<file path="config.mk">
export PLATFORM = sky130hd
export DESIGN_NAME = two_tier_ordered_stack
export DESIGN_NICKNAME = d
export VERILOG_FILES = /design/src/rtl/core/tts_pkg.sv /design/src/rtl/core/tts_ram.sv /design/src/rtl/core/tts_ctrl.sv /design/src/rtl/core/two_tier_ordered_stack.sv
export SDC_FILE = /design/constraint.sdc
export NUM_CORES = 2
export LEC_CHECK = 0
export ABC_AREA = 1
export BUFFER_PORTS_ARGS = -buffer_cell sky130_fd_sc_hd__buf_4
export CAP_MARGIN = 20
export CORE_ASPECT_RATIO = 0.9
export CORE_MARGIN = 3
export CORE_UTILIZATION = 35
export DETAILED_ROUTE_END_ITERATION = 8
export HOLD_SLACK_MARGIN = 0.08
export PLACE_DENSITY = 0.52
export SYNTH_ARGS = -nofsm -noshare
export SYNTH_HDL_FRONTEND = slang
export SYNTH_SLANG_ARGS = --single-unit
</file>
<file path="constraint.sdc">
create_clock -name aclk -period 12.25 [get_ports aclk]
set_clock_uncertainty 0.1 [all_clocks]
set_input_delay 2.45 -clock aclk [delete_from_list [all_inputs] [get_ports aclk]]
set_output_delay 2.45 -clock aclk [all_outputs]
set_load 0.02 [all_outputs]
</file>
<file path="src/rtl/core/tts_pkg.sv">
`default_nettype none
// ----------------------------------------------------------------------------
// tts_pkg
// Shared types and constants for the two-tier ordered stack.
// ----------------------------------------------------------------------------
package tts_pkg;

    localparam int DEF_LAYER_DEPTH   = 32;
    localparam int DEF_OVERLAY_DEPTH = 32;
    localparam int DEF_VALUE_WIDTH   = 32;
    localparam int OP_W              = 3;
    localparam int OUT_W             = 32;

    typedef enum logic [OP_W-1:0] {
        OP_PUSH_LAYER     = 3'd0,
        OP_PUSH_OVERLAY   = 3'd1,
        OP_REMOVE_LAYER   = 3'd2,
        OP_REMOVE_OVERLAY = 3'd3,
        OP_ITERATE        = 3'd4
    } op_t;

    typedef enum logic [2:0] {
        ST_IDLE,
        ST_SEARCH,
        ST_SHIFT,
        ST_IT_RD,
        ST_IT_LD
    } state_t;

    typedef struct packed {
        state_t state;
        logic   pend;
    } tts_status_t;

endpackage
`default_nettype wire

</file>
<file path="src/rtl/core/tts_ram.sv">
`default_nettype none
// ----------------------------------------------------------------------------
// tts_ram
// Single write port, single registered read port list storage.
// ----------------------------------------------------------------------------
module tts_ram #(
    parameter int DEPTH = 32,
    parameter int WIDTH = 32,
    parameter int AW    = 5
) (
    input  wire logic             aclk,
    input  wire logic             wr_en,
    input  wire logic [AW-1:0]    wr_addr,
    input  wire logic [WIDTH-1:0] wr_data,
    input  wire logic [AW-1:0]    rd_addr,
    output logic      [WIDTH-1:0] rd_data
);

    logic [WIDTH-1:0] mem [DEPTH];

    always_ff @(posedge aclk) begin
        if (wr_en) begin
            mem[wr_addr] <= wr_data;
        end
    end

    always_ff @(posedge aclk) begin
        rd_data <= mem[rd_addr];
    end

endmodule
`default_nettype wire

</file>
<file path="src/rtl/core/tts_ctrl.sv">
`default_nettype none
// ----------------------------------------------------------------------------
// tts_ctrl
// Sequencer: list counts, push, search-and-compact remove, iterate, output reg.
// ----------------------------------------------------------------------------
module tts_ctrl #(
    parameter int LAYER_DEPTH   = 32,
    parameter int OVERLAY_DEPTH = 32,
    parameter int VALUE_WIDTH   = 32,
    parameter int LAW           = 5,
    parameter int OAW           = 5
) (
    input  wire logic                          aclk,
    input  wire logic                          aresetn,
    input  wire logic                          s_valid,
    output logic                               s_ready,
    input  wire logic [tts_pkg::OP_W-1:0]      s_op,
    input  wire logic signed [tts_pkg::OUT_W-1:0] s_item_value,
    output logic                               m_valid,
    input  wire logic                          m_ready,
    output logic signed [tts_pkg::OUT_W-1:0]   m_out_value,
    output logic                               m_from_overlay,
    output logic                               m_last_item,
    output logic                               lay_wr_en,
    output logic [LAW-1:0]                     lay_wr_addr,
    output logic [LAW-1:0]                     lay_rd_addr,
    input  wire logic [VALUE_WIDTH-1:0]        lay_rd_data,
    output logic                               ovl_wr_en,
    output logic [OAW-1:0]                     ovl_wr_addr,
    output logic [OAW-1:0]                     ovl_rd_addr,
    input  wire logic [VALUE_WIDTH-1:0]        ovl_rd_data,
    output logic [VALUE_WIDTH-1:0]             wr_data,
    output tts_pkg::tts_status_t               status
);
    import tts_pkg::*;

    localparam int MAXD = (LAYER_DEPTH > OVERLAY_DEPTH) ? LAYER_DEPTH : OVERLAY_DEPTH;
    localparam int IW   = (MAXD > 1) ? $clog2(MAXD) : 1;
    localparam int CW   = $clog2(MAXD + 1);
    localparam int XW   = (VALUE_WIDTH > OUT_W) ? VALUE_WIDTH : OUT_W;

    state_t                   state_reg, state_next;
    logic                     sel_reg, sel_next;
    logic [VALUE_WIDTH-1:0]   key_reg, key_next;
    logic [CW-1:0]            lay_cnt_reg, lay_cnt_next;
    logic [CW-1:0]            ovl_cnt_reg, ovl_cnt_next;
    logic [CW-1:0]            idx_reg, idx_next;
    logic [IW-1:0]            pos_reg, pos_next;
    logic                     pend_reg, pend_next;
    logic                     out_valid_reg, out_valid_next;
    logic [OUT_W-1:0]         out_value_reg, out_value_next;
    logic                     out_ovl_reg, out_ovl_next;
    logic                     out_last_reg, out_last_next;

    logic [XW-1:0]            in_x;
    logic [VALUE_WIDTH-1:0]   in_key;
    logic [VALUE_WIDTH-1:0]   rd_sel;
    logic signed [VALUE_WIDTH-1:0] rd_s;
    logic signed [XW-1:0]     rd_x;
    logic [CW-1:0]            cnt_sel;
    logic [CW-1:0]            idx_dec;
    logic                     hit;
    logic [IW-1:0]            wr_addr_i;
    logic                     we_i;

    assign in_x    = XW'($unsigned(s_item_value));
    assign in_key  = in_x[VALUE_WIDTH-1:0];
    assign rd_sel  = sel_reg ? ovl_rd_data : lay_rd_data;
    assign rd_s    = $signed(rd_sel);
    assign rd_x    = XW'(rd_s);
    assign cnt_sel = sel_reg ? ovl_cnt_reg : lay_cnt_reg;
    assign idx_dec = idx_reg - CW'(1);
    assign hit     = pend_reg && (rd_sel == key_reg);

    assign lay_wr_en   = we_i && !sel_next;
    assign ovl_wr_en   = we_i && sel_next;
    assign lay_wr_addr = wr_addr_i[LAW-1:0];
    assign ovl_wr_addr = wr_addr_i[OAW-1:0];
    assign lay_rd_addr = idx_reg[LAW-1:0];
    assign ovl_rd_addr = idx_reg[OAW-1:0];

    assign s_ready        = (state_reg == ST_IDLE);
    assign m_valid        = out_valid_reg;
    assign m_out_value    = $signed(out_value_reg);
    assign m_from_overlay = out_ovl_reg;
    assign m_last_item    = out_last_reg;
    assign status.state   = state_reg;
    assign status.pend    = pend_reg;

    always_ff @(posedge aclk) begin
        if (!aresetn) begin
            state_reg     <= ST_IDLE;
            lay_cnt_reg   <= '0;
            ovl_cnt_reg   <= '0;
            pend_reg      <= 1'b0;
            out_valid_reg <= 1'b0;
        end else begin
            state_reg     <= state_next;
            lay_cnt_reg   <= lay_cnt_next;
            ovl_cnt_reg   <= ovl_cnt_next;
            pend_reg      <= pend_next;
            out_valid_reg <= out_valid_next;
        end
    end

    always_ff @(posedge aclk) begin
        sel_reg       <= sel_next;
        key_reg       <= key_next;
        idx_reg       <= idx_next;
        pos_reg       <= pos_next;
        out_value_reg <= out_value_next;
        out_ovl_reg   <= out_ovl_next;
        out_last_reg  <= out_last_next;
    end

    always_comb begin
        state_next     = state_reg;
        sel_next       = sel_reg;
        key_next       = key_reg;
        lay_cnt_next   = lay_cnt_reg;
        ovl_cnt_next   = ovl_cnt_reg;
        idx_next       = idx_reg;
        pos_next       = pos_reg;
        pend_next      = pend_reg;
        out_valid_next = out_valid_reg;
        out_value_next = out_value_reg;
        out_ovl_next   = out_ovl_reg;
        out_last_next  = out_last_reg;
        we_i           = 1'b0;
        wr_addr_i      = pos_reg;
        wr_data        = rd_sel;

        if (out_valid_reg && m_ready) begin
            out_valid_next = 1'b0;
        end

        unique case (state_reg)
            ST_IDLE: begin
                if (s_valid) begin
                    case (s_op)
                        OP_PUSH_LAYER: begin
                            sel_next = 1'b0;
                            if (lay_cnt_reg < CW'(LAYER_DEPTH)) begin
                                we_i         = 1'b1;
                                wr_addr_i    = lay_cnt_reg[IW-1:0];
                                wr_data      = in_key;
                                lay_cnt_next = lay_cnt_reg + CW'(1);
                            end
                        end
                        OP_PUSH_OVERLAY: begin
                            sel_next = 1'b1;
                            if (ovl_cnt_reg < CW'(OVERLAY_DEPTH)) begin
                                we_i         = 1'b1;
                                wr_addr_i    = ovl_cnt_reg[IW-1:0];
                                wr_data      = in_key;
                                ovl_cnt_next = ovl_cnt_reg + CW'(1);
                            end
                        end
                        OP_REMOVE_LAYER, OP_REMOVE_OVERLAY: begin
                            sel_next   = (s_op == OP_REMOVE_OVERLAY);
                            key_next   = in_key;
                            idx_next   = '0;
                            pend_next  = 1'b0;
                            state_next = ST_SEARCH;
                        end
                        OP_ITERATE: begin
                            if (ovl_cnt_reg != '0) begin
                                sel_next   = 1'b1;
                                idx_next   = ovl_cnt_reg - CW'(1);
                                state_next = ST_IT_RD;
                            end else if (lay_cnt_reg != '0) begin
                                sel_next   = 1'b0;
                                idx_next   = lay_cnt_reg - CW'(1);
                                state_next = ST_IT_RD;
                            end
                        end
                        default: ;
                    endcase
                end
            end
            ST_SEARCH: begin
                if (hit) begin
                    idx_next   = CW'(pos_reg) + CW'(1);
                    pend_next  = 1'b0;
                    state_next = ST_SHIFT;
                end else if (idx_reg < cnt_sel) begin
                    pend_next = 1'b1;
                    pos_next  = idx_reg[IW-1:0];
                    idx_next  = idx_reg + CW'(1);
                end else begin
                    pend_next  = 1'b0;
                    state_next = ST_IDLE;
                end
            end
            ST_SHIFT: begin
                // word read last cycle lands one slot lower
                we_i = pend_reg;
                if (idx_reg < cnt_sel) begin
                    pend_next = 1'b1;
                    pos_next  = idx_dec[IW-1:0];
                    idx_next  = idx_reg + CW'(1);
                end else begin
                    pend_next  = 1'b0;
                    state_next = ST_IDLE;
                    if (sel_reg) begin
                        ovl_cnt_next = ovl_cnt_reg - CW'(1);
                    end else begin
                        lay_cnt_next = lay_cnt_reg - CW'(1);
                    end
                end
            end
            ST_IT_RD: begin
                if (!out_valid_reg || m_ready) begin
                    state_next = ST_IT_LD;
                end
            end
            ST_IT_LD: begin
                out_valid_next = 1'b1;
                out_value_next = rd_x[OUT_W-1:0];
                out_ovl_next   = sel_reg;
                out_last_next  = (idx_reg == '0) && (!sel_reg || lay_cnt_reg == '0);
                if (idx_reg != '0) begin
                    idx_next   = idx_dec;
                    state_next = ST_IT_RD;
                end else if (sel_reg && lay_cnt_reg != '0) begin
                    sel_next   = 1'b0;
                    idx_next   = lay_cnt_reg - CW'(1);
                    state_next = ST_IT_RD;
                end else begin
                    state_next = ST_IDLE;
                end
            end
            default: state_next = ST_IDLE;
        endcase
    end

endmodule
`default_nettype wire

</file>
<file path="src/rtl/core/two_tier_ordered_stack.sv">
`default_nettype none
// ----------------------------------------------------------------------------
// two_tier_ordered_stack
// Two ordered value lists (layers, overlays) with push, remove and iterate.
//
// Input channel s_valid/s_ready carries s_op and s_item_value. Output channel
// m_valid/m_ready carries one word per stored value during iterate:
// m_out_value, m_from_overlay and m_last_item on the final word.
// Push: the block stays ready after a push; a push to a full list
// is dropped. Remove: a pipelined search through the chosen list, one entry
// per cycle, then a compaction of the entries above the match, one per
// cycle. Iterate: each word takes a RAM read, then an output register load;
// overlays newest first, then layers newest first; nothing is emitted with
// both lists empty. s_ready is low while remove or iterate runs.
// A stalled receiver holds the output register and pauses iterate.
// Reset clears both counts and the output valid flag; list contents are kept.
// ----------------------------------------------------------------------------
module two_tier_ordered_stack #(
    parameter int LAYER_DEPTH   = tts_pkg::DEF_LAYER_DEPTH,
    parameter int OVERLAY_DEPTH = tts_pkg::DEF_OVERLAY_DEPTH,
    parameter int VALUE_WIDTH   = tts_pkg::DEF_VALUE_WIDTH
) (
    input  wire logic                             aclk,
    input  wire logic                             aresetn,
    input  wire logic                             s_valid,
    output logic                                  s_ready,
    input  wire logic [tts_pkg::OP_W-1:0]         s_op,
    input  wire logic signed [tts_pkg::OUT_W-1:0] s_item_value,
    output logic                                  m_valid,
    input  wire logic                             m_ready,
    output logic signed [tts_pkg::OUT_W-1:0]      m_out_value,
    output logic                                  m_from_overlay,
    output logic                                  m_last_item
);
    import tts_pkg::*;

    localparam int LAW = (LAYER_DEPTH > 1) ? $clog2(LAYER_DEPTH) : 1;
    localparam int OAW = (OVERLAY_DEPTH > 1) ? $clog2(OVERLAY_DEPTH) : 1;

    logic                   lay_wr_en, ovl_wr_en;
    logic [LAW-1:0]         lay_wr_addr, lay_rd_addr;
    logic [OAW-1:0]         ovl_wr_addr, ovl_rd_addr;
    logic [VALUE_WIDTH-1:0] lay_rd_data, ovl_rd_data, wr_data;
    tts_status_t            status;

    tts_ram #(
        .DEPTH (LAYER_DEPTH),
        .WIDTH (VALUE_WIDTH),
        .AW    (LAW)
    ) u_layer_ram (
        .aclk    (aclk),
        .wr_en   (lay_wr_en),
        .wr_addr (lay_wr_addr),
        .wr_data (wr_data),
        .rd_addr (lay_rd_addr),
        .rd_data (lay_rd_data)
    );

    tts_ram #(
        .DEPTH (OVERLAY_DEPTH),
        .WIDTH (VALUE_WIDTH),
        .AW    (OAW)
    ) u_overlay_ram (
        .aclk    (aclk),
        .wr_en   (ovl_wr_en),
        .wr_addr (ovl_wr_addr),
        .wr_data (wr_data),
        .rd_addr (ovl_rd_addr),
        .rd_data (ovl_rd_data)
    );

    tts_ctrl #(
        .LAYER_DEPTH   (LAYER_DEPTH),
        .OVERLAY_DEPTH (OVERLAY_DEPTH),
        .VALUE_WIDTH   (VALUE_WIDTH),
        .LAW           (LAW),
        .OAW           (OAW)
    ) u_ctrl (
        .aclk           (aclk),
        .aresetn        (aresetn),
        .s_valid        (s_valid),
        .s_ready        (s_ready),
        .s_op           (s_op),
        .s_item_value   (s_item_value),
        .m_valid        (m_valid),
        .m_ready        (m_ready),
        .m_out_value    (m_out_value),
        .m_from_overlay (m_from_overlay),
        .m_last_item    (m_last_item),
        .lay_wr_en      (lay_wr_en),
        .lay_wr_addr    (lay_wr_addr),
        .lay_rd_addr    (lay_rd_addr),
        .lay_rd_data    (lay_rd_data),
        .ovl_wr_en      (ovl_wr_en),
        .ovl_wr_addr    (ovl_wr_addr),
        .ovl_rd_addr    (ovl_rd_addr),
        .ovl_rd_data    (ovl_rd_data),
        .wr_data        (wr_data),
        .status         (status)
    );

    // output register is free whenever a new word is loaded
    a_load_free: assert property (@(posedge aclk) disable iff (!aresetn)
        (status.state == ST_IT_LD) |-> !m_valid)
        else $error("output word overwritten");

    a_valid_src: assert property (@(posedge aclk) disable iff (!aresetn)
        $rose(m_valid) |-> ($past(status.state) == ST_IT_LD))
        else $error("output word without load");

    a_pend_ctx: assert property (@(posedge aclk) disable iff (!aresetn)
        status.pend |-> (status.state == ST_SEARCH || status.state == ST_SHIFT))
        else $error("pending read outside remove");

endmodule
`default_nettype wire
</file>
==> results.md <==
* Synthesized cell area at 87100 sq um
* Filler Cells Inserted at approximately 23000
* DPL Wire Length at between 100000 and 150000 um
* Via count of the first global-routing pass at 52600
* Overall routing resource usage at ~20%
* Worst setup path startpoint: s_op[2]
* Number of DRC violations after detailed-routing iteration 0 at 6364
* Chip height at approximately 480 um
* Fraction of power consumed by the clock network at between 20 and 30%
* Hold Path Cell Cnt at 2
* Post-CTS setup buffer count at 0
* Most common flop cell mapped by yosys: edfxtp_1
* Hold path endpoint: u_ctrl.m_valid$_SDFFE_PN0P_
* Result of the run: finished clean
* Worst reg-to-reg setup slack at 7220 ps
* Data required time at the worst endpoint at 12610 ps
* Max-Cap Viols at 0
* Type of element launching the critical path: input pin
* Die X at about 530 um
* Clock tree from TritonCTS: done
* Multi-input gate area in the final layout at between 15000 and 20000 sq um
* Utilization after layout at approximately two fifths
* Total clock sinks at between 2000 and 2500
* Post-route DRC at 0
* FF+latch count, synth at ~2200
* Count of final hold-check violations at 0
* Number of buffers inserted by hold repair at cts at 0
* Instance count of the mapped netlist at a little under 7000
* WL final at about 260000 um
* Total core area at roughly 250000 sq um
* Grt total ovfl at 0
* Max IR drop VDD at between 0.15 and 0.2 mV
* Total via count after detailed routing at between 50000 and 60000
* Max_slew headroom at between 20% and 30%
* Top Registers: u_layer_ram.mem: 1024 flops, u_overlay_ram.mem: 1024 flops
* Wire length of the first global-routing pass at 380000 um
* Unrepaired setup endpoints after global routing: false
* Leak pwr at ~32 nW
* Final Max Slew Viols at 0
* Placed inst area at 91800 sq um
* Routability-driven placement congestion ratio at slightly above 0.9
* Die Outline Area at approximately 250000 sq um
* Path category of the worst min-delay check: flop to flop
* Area occupied by registers at 65500 sq um
* Root Driver: clkbuf_16
* Switching power total at between 0.007 and 0.008 W
* Portion of the post-synthesis area used by sequential elements at 75.1%
* Fraction of power consumed by sequential logic at a little under half
* Mean cell area of the mapped netlist at between 10 and 15 sq um
* CP Cell Sequence: buf_4 > nor3_1 > nand2_1 > a21oi_4 > buf_4 > o21ai_2 > nor2_2 > nand2_1 > nor2_4 > buf_4
* Post-route standard cell area excluding fillers at 99000 sq um
* Power per cell area at ~220 nW/um^2
* Worst Reg2Reg Path Length in Cells at 11
* Category of the worst setup path capture point: flop
* Synth Net Count at roughly 6800
* Top Ports at 75
* Number of enable flip-flop cells after synthesis at about 2100
* Fraction of layout cells with a size suffix above 1 at 9.55%
* Post-cts sizing count at 0
* Slew at the pin with the worst max-slew slack at 1140 ps
* Starting density of the core at 35.2%
* Class of the most critical setup path: input pin to flop
* Largest fanout on the critical path at 37
* Critical path data arrival time at roughly 5500 ps
* Setup Viol. Count Final at 0
* Crit path time final at 5160 ps
* Startpoint of the tightest hold check path: u_ctrl.m_valid$_SDFFE_PN0P_
* Count of unique library cells instantiated by Yosys at 47
* Ratio of routed vias to standard cells at roughly 5.5
* Final antenna-violating net count at 0
* Critical Path Most Common Cell: buf_4
* Internal power contribution at between 0.01 and 0.015 W
* Setup TNS at 0 ps
* Number of antenna violations at the first check in global routing at 19
* Worst-path clk slew at ~70 ps
* Wire per inst at approximately 26 um
* Maximum single-stage delay on the critical path at around 560 ps
* IO buf count at 74
* Minimum setup slack in the final design at 7090 ps
* Endpoint of the worst-slack reg-to-reg timing path: u_overlay_ram.rd_data[25]$_DFF_P_
* Area growth syn-to-layout at 13.7%
* Total iterations of the first detailed-routing run at 6
* Net total in the final layout at 6791
* Number of rows in the core area at around 170
* Logic gate share of total power at around a quarter
* Net switching share of the total power at approximately a third
* Worst path slowest cell: buf_4
* Final period util at 42.1%
* Clock H-tree levels at 4
* Critical register-to-register path startpoint: u_ctrl.idx_reg[0]$_DFFE_PP_
* Worst skew pair latency at a little under 900 ps
* Maximum achievable frequency at 0.194 GHz
* Buffer depth of the longest clock path at 4
* Number of CTS-inserted buffers at around 220
* Number of synthesis warnings at 0
* Ys async rst share at 0%
* Pin count of the biggest net entering global routing at 200
* Pre-CTS WS at 5940 ps
-- layout by cell type, fill, tap and decap left out, types with 24 or more instances in the layout --
| cell type | n |
|---|---|
| o21ai_0 | 1105 |
| nand3_1 | 174 |
| nor2_4 | 69 |
| o22ai_1 | 393 |
| edfxtp_1 | 2125 |
| o211ai_1 | 85 |
| xor2_1 | 24 |
| dfxtp_1 | 81 |
| a21oi_1 | 44 |
| inv_1 | 96 |
| nor2_1 | 1160 |
| clkbuf_16 | 221 |
| nand2_1 | 610 |
| a22o_1 | 43 |
| buf_4 | 194 |
| clkinv_2 | 25 |
| clkinv_1 | 38 |
| o221ai_1 | 114 |
| nand2_2 | 28 |
| buf_12 | 35 |
| clkbuf_1 | 67 |
-- metrics by stage --
step / cells / hold WS (ps) / power (W)
after floorplan: 6743 / 309 / 0.0129
after global placement: 9817 / 407 / 0.0156
after detailed placement: 9824 / 421 / 0.0157
after CTS: 10200 / 436 / 0.0222
after global routing: 10200 / 458 / 0.0229
final: 10200 / 426 / 0.0221
-- worst max path at each step --
stage / endpoint / cells past startpoint / slack (ps)
after CTS: u_overlay_ram.mem[20][5]$_DFFE_PP_ / 12 / 6870
after global placement: u_overlay_ram.mem[23][5]$_DFFE_PP_ / 12 / 5910
after floorplan: u_layer_ram.mem[0][25]$_DFFE_PP_ / 7 / 5890
final: u_layer_ram.mem[10][7]$_DFFE_PP_ / 10 / 7090
after global routing: u_overlay_ram.rd_data[25]$_DFF_P_ / 11 / 6800
after detailed placement: u_overlay_ram.mem[22][22]$_DFFE_PP_ / 12 / 5940
-- power groups by stage --
stage | clock network (W) | registers, W | logic [W]
6_report | 0.00656 | 0.0101 | 0.00538
3_5_place_dp | 0 | 0.0103 | 0.00541
2_1_floorplan | 0 | 0.0102 | 0.00276
4_1_cts | 0.00668 | 0.0101 | 0.00541
3_3_place_gp | 0 | 0.0103 | 0.00535
5_1_grt | 0.00699 | 0.0101 | 0.00578
-- critical path, delay by kind of cell --
family,cells,cell delay (ps)
buf+inv,3,1150
compound gates,2,420
simple gates,5,1450
-- cell families after synthesis --
logic type	Yosys count	synth area share, %
AOI/OAI and AO/OA	1829	12.2
DFF	2207	75.1
and+or+nand+nor	2100	9.53
buffers and inverters	565	2.68
adders and majority gates	13	0.187
xor gates and xnor gates	29	0.292
-- layer usage --
metal / share of wire, % / up-vias / global-route usage [%]
li1: - / 25000 / -
met1: 43 / 28500 / 28.4
met2: 47 / 2095 / 31.8
met3: 6.8 / 406 / 2.71
met4: 3.2 / 4 / 6.23
met5: 0.0091 / - / 0
-- cells in the mapped netlist (3+ instances only) --
cell	instances	area, sq um
edfxtp_1	2125	63800
nor2_1	1216	4560
o21ai_0	1106	5540
nand2_1	642	2410
o22ai_1	393	2460
clkbuf_1	312	1170
nand3_1	174	871
o221ai_1	114	998
buf_2	112	561
inv_1	97	364
o211ai_1	85	638
dfxtp_1	82	1640
a21oi_1	44	220
a22o_1	43	377
xor2_1	24	210
nand4_1	21	131
a31oi_1	20	125
nor2_2	15	93.8
buf_1	14	52.6
nor3_1	14	70.1
ha_1	13	163
buf_4	12	90.1
inv_2	9	33.8
nand3b_1	5	37.5
nor3_2	5	50.1
o211a_1	5	50.1
xnor2_1	5	43.8
a211oi_1	4	30.0
buf_6	4	45.0
clkinv_1	4	15.0
o21ai_1	3	15.0
o21ai_2	3	26.3
-- final cells by class --
| cell class | count | share of cell area (%) |
|---|---|---|
| diodes | 5 | 0.0126 |
| well taps | 3325 | 4.20 |
| inverters | 111 | 0.450 |
| clock buffers | 304 | 6.06 |
| flip-flops and latches | 2207 | 66.1 |
| clock inverters | 91 | 0.868 |
| multi-input cells | 3971 | 20.1 |
| repair buffers | 229 | 2.18 |
Power figures use the tool's default switching activity.
